$ cat src/rtl/core/hpr_pkg.sv
`timescale 1ns / 1ps
// Shared constants and types of the hazard pointer reclaimer.
// No dependencies; hazard_pointer_reclaimer and its testbench import this package.
package hpr_pkg;

   localparam int SLOTS_PER_THREAD = 4;
   localparam int MAX_THREADS      = 8;
   localparam int RETIRE_DEPTH     = 16;

   localparam int HAZARD_SLOTS = MAX_THREADS * SLOTS_PER_THREAD;
   localparam int HAZ_AW       = (HAZARD_SLOTS > 1) ? $clog2(HAZARD_SLOTS) : 1;
   localparam int SLOT_CNT_W   = $clog2(HAZARD_SLOTS + 1);
   localparam int LST_AW       = $clog2(RETIRE_DEPTH);
   localparam int CNT_W        = $clog2(RETIRE_DEPTH + 1);

   localparam int PTR_W  = 64;
   localparam int TAG_W  = 8;
   localparam int ACT_W  = 4;
   localparam int LST_W  = PTR_W + TAG_W;
   localparam int CSR_AW = 3;
   localparam int CSR_DW = 32;

   localparam logic [ACT_W-1:0] ACTIVE_THREADS_RESET = ACT_W'(8);

   localparam logic CMD_SET    = 1'b0;
   localparam logic CMD_RETIRE = 1'b1;

   localparam logic STATUS_FREED    = 1'b0;
   localparam logic STATUS_REJECTED = 1'b1;

   localparam logic REG_ACTIVE_THREADS = 1'b0;

   typedef enum logic [5:0] {
      S_IDLE   = 6'b000001,
      S_READ   = 6'b000010,
      S_LOAD   = 6'b000100,
      S_CMP    = 6'b001000,
      S_DECIDE = 6'b010000,
      S_FINISH = 6'b100000
   } state_type;

endpackage

$ cat src/rtl/core/hazard_pointer_reclaimer.sv
`timescale 1ns / 1ps
// Hazard pointer reclaimer top level; uses hpr_pkg and two hpr_ram instances.
// A set word writes one hazard slot. A retire word appends to a sixteen-entry retire
// list; the retire that fills the list starts a scan, during which no word is accepted.
// The scan checks each retired entry against the hazard slots of the active threads
// with a single 64-bit comparator fed by the hazard table's one read port, one slot
// per cycle. Freed entries come out in list order, the final one marked last; a
// retire into a list that stays full returns one rejected word. There is no clearing
// pass after reset: hazard slots carry valid bits.
module hazard_pointer_reclaimer
   import hpr_pkg::*;
(
   input  logic              clock,
   input  logic              reset,

   input  logic              req_valid,
   output logic              req_stall,
   input  logic              req_cmd,
   input  logic [2:0]        req_thread_id,
   input  logic [1:0]        req_slot_index,
   input  logic [PTR_W-1:0]  req_pointer,
   input  logic [TAG_W-1:0]  req_callback_tag,

   output logic              rsp_valid,
   input  logic              rsp_stall,
   output logic [PTR_W-1:0]  rsp_freed_pointer,
   output logic [TAG_W-1:0]  rsp_freed_tag,
   output logic              rsp_status,
   output logic              rsp_last,

   input  logic              csr_psel,
   input  logic              csr_penable,
   input  logic              csr_pwrite,
   input  logic [CSR_AW-1:0] csr_paddr,
   input  logic [CSR_DW-1:0] csr_pwdata,
   output logic [CSR_DW-1:0] csr_prdata,
   output logic              csr_pready
);

   state_type state_ff, state_in;

   logic [ACT_W-1:0]      active_ff, active_in;
   logic [CNT_W-1:0]      count_ff, count_in;
   logic [LST_AW-1:0]     idx_ff, idx_in;
   logic [CNT_W-1:0]      kept_ff, kept_in;
   logic [HAZ_AW-1:0]     slot_ff, slot_in;
   logic                  hit_ff, hit_in;
   logic [HAZARD_SLOTS-1:0] hz_valid_ff, hz_valid_in;
   logic                  hv_ff, hv_in;
   logic [PTR_W-1:0]      ent_ptr_ff, ent_ptr_in;
   logic [TAG_W-1:0]      ent_tag_ff, ent_tag_in;
   logic                  pend_valid_ff, pend_valid_in;
   logic [PTR_W-1:0]      pend_ptr_ff, pend_ptr_in;
   logic [TAG_W-1:0]      pend_tag_ff, pend_tag_in;
   logic                  out_valid_ff, out_valid_in;
   logic [PTR_W-1:0]      out_ptr_ff, out_ptr_in;
   logic [TAG_W-1:0]      out_tag_ff, out_tag_in;
   logic                  out_status_ff, out_status_in;
   logic                  out_last_ff, out_last_in;

   logic                  hz_wr_en;
   logic [HAZ_AW-1:0]     hz_wr_addr;
   logic                  hz_rd_en;
   logic [HAZ_AW-1:0]     hz_rd_addr;
   logic [PTR_W-1:0]      hz_rd_data;

   logic                  lst_wr_en;
   logic [LST_AW-1:0]     lst_wr_addr;
   logic [LST_W-1:0]      lst_wr_data;
   logic                  lst_rd_en;
   logic [LST_W-1:0]      lst_rd_data;

   logic                  req_accept;
   logic                  out_free;
   logic                  csr_write;
   logic [ACT_W-1:0]      threads;
   logic [SLOT_CNT_W-1:0] num_slots;
   logic                  slot_match;
   logic                  set_in_range;
   logic                  last_entry;
   logic                  last_slot;

   hpr_ram #(
      .WIDTH (PTR_W),
      .DEPTH (HAZARD_SLOTS)
   ) u_hazard_ram (
      .clock   (clock),
      .wr_en   (hz_wr_en),
      .wr_addr (hz_wr_addr),
      .wr_data (req_pointer),
      .rd_en   (hz_rd_en),
      .rd_addr (hz_rd_addr),
      .rd_data (hz_rd_data)
   );

   hpr_ram #(
      .WIDTH (LST_W),
      .DEPTH (RETIRE_DEPTH)
   ) u_retire_ram (
      .clock   (clock),
      .wr_en   (lst_wr_en),
      .wr_addr (lst_wr_addr),
      .wr_data (lst_wr_data),
      .rd_en   (lst_rd_en),
      .rd_addr (idx_ff),
      .rd_data (lst_rd_data)
   );

   assign req_stall  = (state_ff != S_IDLE) || (out_valid_ff && rsp_stall);
   assign req_accept = req_valid && !req_stall;
   assign out_free   = !out_valid_ff || !rsp_stall;

   assign csr_pready = 1'b1;
   assign csr_write  = csr_psel && csr_penable && csr_pwrite && csr_pready &&
                       (csr_paddr[2] == REG_ACTIVE_THREADS);
   assign csr_prdata = (csr_paddr[2] == REG_ACTIVE_THREADS) ? CSR_DW'(active_ff) : '0;

   assign threads    = (32'(active_ff) > MAX_THREADS) ? ACT_W'(MAX_THREADS) : active_ff;
   assign num_slots  = SLOT_CNT_W'(32'(threads) * SLOTS_PER_THREAD);
   assign last_slot  = (SLOT_CNT_W'(slot_ff) == num_slots - SLOT_CNT_W'(1));
   assign last_entry = (idx_ff == LST_AW'(RETIRE_DEPTH - 1));
   assign slot_match = hv_ff && (hz_rd_data != '0) && (hz_rd_data == ent_ptr_ff);

   assign set_in_range = (32'(req_thread_id) < MAX_THREADS) &&
                         (32'(req_slot_index) < SLOTS_PER_THREAD);
   assign hz_wr_en   = req_accept && (req_cmd == CMD_SET) && set_in_range;
   assign hz_wr_addr = HAZ_AW'(32'(req_thread_id) * SLOTS_PER_THREAD + 32'(req_slot_index));
   assign hz_rd_en   = (state_ff == S_LOAD) || (state_ff == S_CMP);
   assign hz_rd_addr = (state_ff == S_LOAD) ? '0 : slot_ff + HAZ_AW'(1);

   assign lst_rd_en  = (state_ff == S_READ);

   always_comb begin
      state_in      = state_ff;
      active_in     = active_ff;
      count_in      = count_ff;
      idx_in        = idx_ff;
      kept_in       = kept_ff;
      slot_in       = slot_ff;
      hit_in        = hit_ff;
      hz_valid_in   = hz_valid_ff;
      hv_in         = hv_ff;
      ent_ptr_in    = ent_ptr_ff;
      ent_tag_in    = ent_tag_ff;
      pend_valid_in = pend_valid_ff;
      pend_ptr_in   = pend_ptr_ff;
      pend_tag_in   = pend_tag_ff;
      out_valid_in  = out_valid_ff && rsp_stall;
      out_ptr_in    = out_ptr_ff;
      out_tag_in    = out_tag_ff;
      out_status_in = out_status_ff;
      out_last_in   = out_last_ff;
      lst_wr_en     = 1'b0;
      lst_wr_addr   = count_ff[LST_AW-1:0];
      lst_wr_data   = {req_pointer, req_callback_tag};

      if (csr_write) begin
         active_in = csr_pwdata[ACT_W-1:0];
      end

      if (hz_rd_en) begin
         hv_in = hz_valid_ff[hz_rd_addr];
      end

      case (state_ff)
         S_IDLE: begin
            if (req_accept) begin
               if (req_cmd == CMD_SET) begin
                  if (set_in_range) begin
                     hz_valid_in[hz_wr_addr] = 1'b1;
                  end
               end else if (count_ff == CNT_W'(RETIRE_DEPTH)) begin
                  out_valid_in  = 1'b1;
                  out_ptr_in    = req_pointer;
                  out_tag_in    = req_callback_tag;
                  out_status_in = STATUS_REJECTED;
                  out_last_in   = 1'b1;
               end else begin
                  lst_wr_en = 1'b1;
                  count_in  = count_ff + CNT_W'(1);
                  if (count_ff == CNT_W'(RETIRE_DEPTH - 1)) begin
                     idx_in        = '0;
                     kept_in       = '0;
                     pend_valid_in = 1'b0;
                     state_in      = S_READ;
                  end
               end
            end
         end
         S_READ: begin
            state_in = S_LOAD;
         end
         S_LOAD: begin
            ent_ptr_in = lst_rd_data[LST_W-1:TAG_W];
            ent_tag_in = lst_rd_data[TAG_W-1:0];
            slot_in    = '0;
            hit_in     = 1'b0;
            state_in   = (num_slots == '0) ? S_DECIDE : S_CMP;
         end
         S_CMP: begin
            hit_in  = hit_ff || slot_match;
            slot_in = slot_ff + HAZ_AW'(1);
            if (last_slot) begin
               state_in = S_DECIDE;
            end
         end
         S_DECIDE: begin
            if (hit_ff || !pend_valid_ff || out_free) begin
               if (hit_ff) begin
                  lst_wr_en   = 1'b1;
                  lst_wr_addr = kept_ff[LST_AW-1:0];
                  lst_wr_data = {ent_ptr_ff, ent_tag_ff};
                  kept_in     = kept_ff + CNT_W'(1);
               end else begin
                  if (pend_valid_ff) begin
                     out_valid_in  = 1'b1;
                     out_ptr_in    = pend_ptr_ff;
                     out_tag_in    = pend_tag_ff;
                     out_status_in = STATUS_FREED;
                     out_last_in   = 1'b0;
                  end
                  pend_valid_in = 1'b1;
                  pend_ptr_in   = ent_ptr_ff;
                  pend_tag_in   = ent_tag_ff;
               end
               if (last_entry) begin
                  state_in = S_FINISH;
               end else begin
                  idx_in   = idx_ff + LST_AW'(1);
                  state_in = S_READ;
               end
            end
         end
         S_FINISH: begin
            count_in = kept_ff;
            if (!pend_valid_ff) begin
               state_in = S_IDLE;
            end else if (out_free) begin
               out_valid_in  = 1'b1;
               out_ptr_in    = pend_ptr_ff;
               out_tag_in    = pend_tag_ff;
               out_status_in = STATUS_FREED;
               out_last_in   = 1'b1;
               pend_valid_in = 1'b0;
               state_in      = S_IDLE;
            end
         end
         default: begin
            state_in = S_IDLE;
         end
      endcase
   end

   always_ff @(posedge clock) begin
      if (reset) begin
         state_ff      <= S_IDLE;
         active_ff     <= ACTIVE_THREADS_RESET;
         count_ff      <= '0;
         hz_valid_ff   <= '0;
         pend_valid_ff <= 1'b0;
         out_valid_ff  <= 1'b0;
      end else begin
         state_ff      <= state_in;
         active_ff     <= active_in;
         count_ff      <= count_in;
         hz_valid_ff   <= hz_valid_in;
         pend_valid_ff <= pend_valid_in;
         out_valid_ff  <= out_valid_in;
      end
   end

   always_ff @(posedge clock) begin
      idx_ff        <= idx_in;
      kept_ff       <= kept_in;
      slot_ff       <= slot_in;
      hit_ff        <= hit_in;
      hv_ff         <= hv_in;
      ent_ptr_ff    <= ent_ptr_in;
      ent_tag_ff    <= ent_tag_in;
      pend_ptr_ff   <= pend_ptr_in;
      pend_tag_ff   <= pend_tag_in;
      out_ptr_ff    <= out_ptr_in;
      out_tag_ff    <= out_tag_in;
      out_status_ff <= out_status_in;
      out_last_ff   <= out_last_in;
   end

   assign rsp_valid         = out_valid_ff;
   assign rsp_freed_pointer = out_ptr_ff;
   assign rsp_freed_tag     = out_tag_ff;
   assign rsp_status        = out_status_ff;
   assign rsp_last          = out_last_ff;

   // The retire list never holds more entries than it has room for.
   a_count_bound: assert property (@(posedge clock) disable iff (reset)
      count_ff <= CNT_W'(RETIRE_DEPTH))
      else $error("retire count exceeds list depth");

   // A rejected retire is always the only, and so the last, word of its command.
   a_reject_last: assert property (@(posedge clock) disable iff (reset)
      rsp_valid && (rsp_status == STATUS_REJECTED) |-> rsp_last)
      else $error("rejected word without last mark");

   // The retire that fills the list starts a scan on the next cycle.
   a_fill_scans: assert property (@(posedge clock) disable iff (reset)
      req_accept && (req_cmd == CMD_RETIRE) && (count_ff == CNT_W'(RETIRE_DEPTH - 1))
      |=> (state_ff == S_READ) && (idx_ff == '0))
      else $error("full list did not start a scan");

   // Compaction never writes ahead of the entry being scanned.
   a_kept_behind: assert property (@(posedge clock) disable iff (reset)
      (state_ff == S_DECIDE) |-> (kept_ff <= CNT_W'(idx_ff)))
      else $error("kept index passed scan index");

endmodule

$ cat src/rtl/core/hpr_ram.sv
`timescale 1ns / 1ps
// Generic single-write, single-read RAM with a registered read port.
// Depends on nothing; used for the hazard table and the retire list.
module hpr_ram #(
   parameter int WIDTH = 64,
   parameter int DEPTH = 32
) (
   input  logic                     clock,
   input  logic                     wr_en,
   input  logic [$clog2(DEPTH)-1:0] wr_addr,
   input  logic [WIDTH-1:0]         wr_data,
   input  logic                     rd_en,
   input  logic [$clog2(DEPTH)-1:0] rd_addr,
   output logic [WIDTH-1:0]         rd_data
);

   logic [WIDTH-1:0] mem_ff [DEPTH];
   logic [WIDTH-1:0] rd_data_ff;

   always_ff @(posedge clock) begin
      if (wr_en) begin
         mem_ff[wr_addr] <= wr_data;
      end
      if (rd_en) begin
         rd_data_ff <= mem_ff[rd_addr];
      end
   end

   assign rd_data = rd_data_ff;

endmodule

$ cat config.mk
export PLATFORM = sky130hd
export DESIGN_NAME = hazard_pointer_reclaimer
export DESIGN_NICKNAME = d
export VERILOG_FILES = /design/src/rtl/core/hpr_pkg.sv /design/src/rtl/core/hazard_pointer_reclaimer.sv /design/src/rtl/core/hpr_ram.sv
export SDC_FILE = /design/constraint.sdc
export NUM_CORES = 2
export LEC_CHECK = 0
export BUFFER_PORTS_ARGS = -buffer_cell sky130_fd_sc_hd__buf_4
export CAP_MARGIN = 5
export CORE_MARGIN = 1.5
export CORE_UTILIZATION = 30
export DETAILED_ROUTE_END_ITERATION = 8
export PLACE_DENSITY = 0.44
export REMOVE_ABC_BUFFERS = 1
export SETUP_SLACK_MARGIN = 0.1
export SYNTH_ARGS = -nofsm -noshare
export SYNTH_HDL_FRONTEND = slang
export SYNTH_SLANG_ARGS = --single-unit
$ cat constraint.sdc
create_clock -name clock -period 13.2 [get_ports clock]
set_clock_uncertainty 0.2 [all_clocks]
set_input_delay 2.64 -clock clock [delete_from_list [all_inputs] [get_ports clock]]
set_output_delay 2.64 -clock clock [all_outputs]
set_load 0.03 [all_outputs]
==> results.md <==
Routing:
- After detailed routing, the number of remaining DRC violations is 0.
- The per-cell routed wire length is 31.5 um.
- The detailed-route via count is approximately 76k.
- The detail route stage leaves a number of antenna-violating nets equal to 0.
- The routed design has 459 mm of wire.
- In the routed layout, each cell is associated on average with a via count of around 5.2.
- After the first detailed-routing iteration, the DRC count stood at around 7.5k.
- For this run, the detailed router's first-pass iteration total came to 8.

Floorplanning:
- The die covers 471,000 sq um.
- The chip width is 686 um.
- The floorplan step defined a core boundary enclosing 465,000 sq um.
- During I/O placement, the number of pins put on the boundary was 229.
- The number of core rows is 250.
- The overall die height is 686 um.
- Once the floorplan was initialized, standard cells occupied 30.2% of the core.

Cells and area:
- The layout-stage area growth over the synthesis result is 15.6%.
- The net count of the finished layout is 8,200.
- Summing all flip-flop and latch instances after layout gives 108,000 sq um.
- The share of layout cells above drive strength 1 is 19.5%.
- The final-layout fill cell count is 43.8k.
- The area of the multi-input gates is 30,400 sq um.

Clocking:
- After clock tree synthesis, the clock-pin slew on the worst setup and hold paths is 0.06 ns.
- The clock passes through at most 4 buffers.
- In this run, post-CTS repair resized a total of 0 instances.
- In this run the number of H-tree levels came out at 5.
- Buffers inserted to repair hold after CTS numbered 0.
- The tree built by TritonCTS fans out to 3,619 sinks.
- The clock root buffer is clkbuf_16.
- The total CTS buffers is 399.
- TritonCTS built the clock tree.
- Buffers added to address setup during post-CTS repair amount to 0.
- At the later pin of the worst-skew pair, clock insertion delay measures 0.99 ns.

STA:
- Measured against its own limit, the worst slew margin works out to 14.4%.
- The worst path needs 6.46 ns of the cycle, external delays included.
- The count of final hold-check violations came to 0.
- The count of pins over their slew limit is 0.
- The slew at the pin closest to its max-slew limit is 1.28 ns.
- The worst hold slack is 0.199 ns.
- Setup repair after global routing left no endpoint under its margin.
- The setup violation total in the final timing report is 0.
- Dividing the final minimum period by the clock period gives 49.0%.
- For this run, the top clock speed supported by timing is between 0.15 and 0.2 GHz.

Worst hold path:
- In this run the worst hold path is classified as flop to flop.
- The worst hold path startpoint is u_retire_ram.rd_data[30].

Logic synthesis:
- The synthesized netlist occupies a cell area of 140,000 sq um.
- The count of cell types in the netlist is 70.
- The most used flip-flop cell after synthesis is edfxtp_1.
- The gate count of the mapped netlist is slightly below 8k.
- In this run, synthesis inferred 3,570 flip-flops with an integrated enable.
- The Yosys warning count is 0.
- Dividing the synthesized area by the synthesized cell count gives 18.0 sq um.
- After synthesis, the share of flip-flops with an asynchronous set or reset is 0%.
- The synthesis-stage register bit count is 3,619.
- The sequential cell area fraction in the yosys report is 77.2%.

Critical path:
- The critical path startpoint category is a primary input.
- The critical path contains buffers and inverters numbering 3 combined.
- The critical register-to-register path startpoint is state_ff[0].
- The data arrival time of the critical path is 3.62 ns.
- The category of the worst setup path capture point is an output pin.
- The most frequent cell on the critical path is buf_4.
- Walking the worst path, the cells encountered are buf_4 -> and2_1 -> nor3_1 -> inv_1 -> buf_4.
- The standard cell with the maximum stage delay on the critical path is nor3_1.
- The required time at the endpoint of the critical path is just over 10 ns.
- The beginning of the critical path is rsp_stall.
- The family of cells with the greatest summed delay on the critical path is simple AND/OR/NAND/NOR gates.
- The register-to-register setup slack is roughly 7.6 ns.
- The peak fanout along the critical path is 5.
- The worst setup path is of the primary input to output pin kind.
- For this run, the slowest stage of the critical path takes 0.30 ns.

Placement:
- After legalization and detailed placement, the total HPWL measured 254 mm.
- At the end of routability-driven placement, the weighted congestion stood at 0.794.
- The number of input and output port buffers inserted is about 170.

Run:
- The number of maximum-capacitance violations is 0.

Power and ir drop:
- The peak ir drop on the vdd network is approximately 0.10 mV.
- The sum of internal, switching and leakage power is ~24,000 uW.
- For this design the ratio of total power to cell area is 148 nW/um^2.
- For this design the static power due to leakage is between 0.05 and 0.06 uW.

Run status:
- The run finished with clean final reports.

Global routing:
- The sum of overflow across all layers after global routing is 0.
- The number of global-route vias before repair is 77.5k.
- Entering global routing, the biggest net connects 114 pins.
- The number of antenna violations at the first check in global routing came to 50.
- The first global-routing pass estimated 632 mm of wire.
- The global-route usage over all layers is 19.0%.
layout make-up:
type,count,area share (%)
Clock inverter,236,1.27
Timing Repair Buffer,380,1.84
Sequential cell,3619,66.8
Multi-Input combinational cell,3649,18.8
Clock buffer,498,6.48
Tap cell,6174,4.77
Inverter,23,0.0610
Antenna cell,12,0.0185
flip-flops by register name, indices dropped and copies added (netlist names), 4 cells and up:
signal,cells
u_retire_ram.rd_data,72
rsp_freed_pointer,64
state_ff,6
ent_tag_ff,8
pend_tag_ff,8
kept_ff,5
count_ff,5
u_hazard_ram.rd_data,64
pend_ptr_ff,64
slot_ff,5
u_retire_ram.mem_ff,1152
rsp_freed_tag,8
ent_ptr_ff,64
u_hazard_ram.mem_ff,2048
hz_valid_ff,32
active_ff,4
idx_ff,4
metal layers:
metal | up-vias | track usage (%) | part of all wire [%]
met5 | - | 0 | 0.0026
met4 | 2 | 5.11 | 2.8
met3 | 610 | 2.18 | 5.1
met2 | 2439 | 32.6 | 49
met1 | 41100 | 25.6 | 43
li1 | 32100 | - | -
kinds of logic after synthesis:
family                   Yosys count  synth area share, %
multiplexers                     986                 10.3
AND/OR/NAND/NOR                 1126                 3.33
flip-flops                      3619                 77.2
buffers and inverters            544                 1.62
XOR/XNOR                          67                0.429
adder cells (fa/ha/maj)            8               0.0714
AO/OA/AOI/OAI                   1433                 7.07
other                              2              0.00536
through the flow:
step	area, sq um	cells	TNS (ns)	worst slack (ns)	util (%)
final	162000	14600	0	6.74	34.9
after global routing	162000	14600	0	6.63	34.9
after CTS	162000	14600	0	6.67	34.9
after detailed placement	149000	13800	0	6.33	32.2
after global placement	149000	13800	0	6.35	32.2
after floorplan	138000	7291	-2666.78	-37.92	-
cells in the mapped netlist (13+ instances only):
cell | number | area [sq um]
a221oi_1 | 140 | 1230
a221o_1 | 24 | 240
nor4_1 | 30 | 188
inv_1 | 21 | 78.8
a211oi_1 | 54 | 405
nand4_1 | 13 | 81.3
a21oi_1 | 269 | 1350
xnor2_1 | 33 | 289
nand3_1 | 77 | 385
nand2_1 | 748 | 2810
a211o_1 | 51 | 447
o21ba_2 | 16 | 160
o21ai_0 | 310 | 1550
clkbuf_1 | 350 | 1310
nor2_1 | 177 | 664
buf_1 | 81 | 304
o2bb2ai_1 | 51 | 447
mux4_2 | 335 | 7540
xor2_1 | 33 | 289
o211ai_1 | 52 | 390
a32oi_1 | 112 | 981
mux2_2 | 281 | 3160
dfxtp_1 | 49 | 981
a31oi_1 | 115 | 719
edfxtp_1 | 3570 | 107000
buf_2 | 53 | 265
a22oi_1 | 132 | 991
a32o_1 | 54 | 541
buf_4 | 29 | 218
nor3_1 | 18 | 90.1
mux2i_1 | 370 | 3700
o32a_1 | 14 | 140
path summary, 6_finish.rpt:
path                         endpoint  cells after the start
max                         req_stall                      5
min                    ent_ptr_ff[22]                      0
max reg2reg  u_hazard_ram.rd_data[22]                     10
min reg2reg            ent_ptr_ff[22]                      0
worst register-to-register path, stage by stage, from the launching register on:
cell	delay, ns
dfxtp_1	0.41
or4_4	0.19
or2_4	0.48
buf_12	0.49
inv_8	0.42
buf_12	0.43
nor3_2	0.31
buf_4	0.58
buf_4	0.54
a22oi_1	0.23
a31oi_1	0.92
where the power goes:
group          leakage, uW  switching [uW]  total, uW  internal (uW)
combinational       0.0115             324        400           75.6
clock              0.00613            4660      10800           6170
sequential          0.0325            15.0      12700          12700
placed cells by master, fill, tap and decap left out, types with 32 or more instances in the layout:
master     synthesis  routed
edfxtp_1        3570    3570
nand2_1          748     744
clkbuf_16          0     404
mux2i_1          370     370
buf_4             29     370
mux4_2           335     335
o21ai_0          310     300
mux2_2           281     281
a21oi_1          269     268
a221oi_1         140     140
a22oi_1          132     132
nor2_1           177     122
a31oi_1          115     115
a32oi_1          112     112
clkinv_1           0     104
clkbuf_1         350      90
nand3_1           77      76
clkinv_2           0      70
a32o_1            54      54
nor2_4             0      54
a211oi_1          54      53
o211ai_1          52      52
a211o_1           51      51
o2bb2ai_1         51      51
dfxtp_1           49      49
xnor2_1           33      32
No activity file was read; power rests on OpenSTA's default activity.
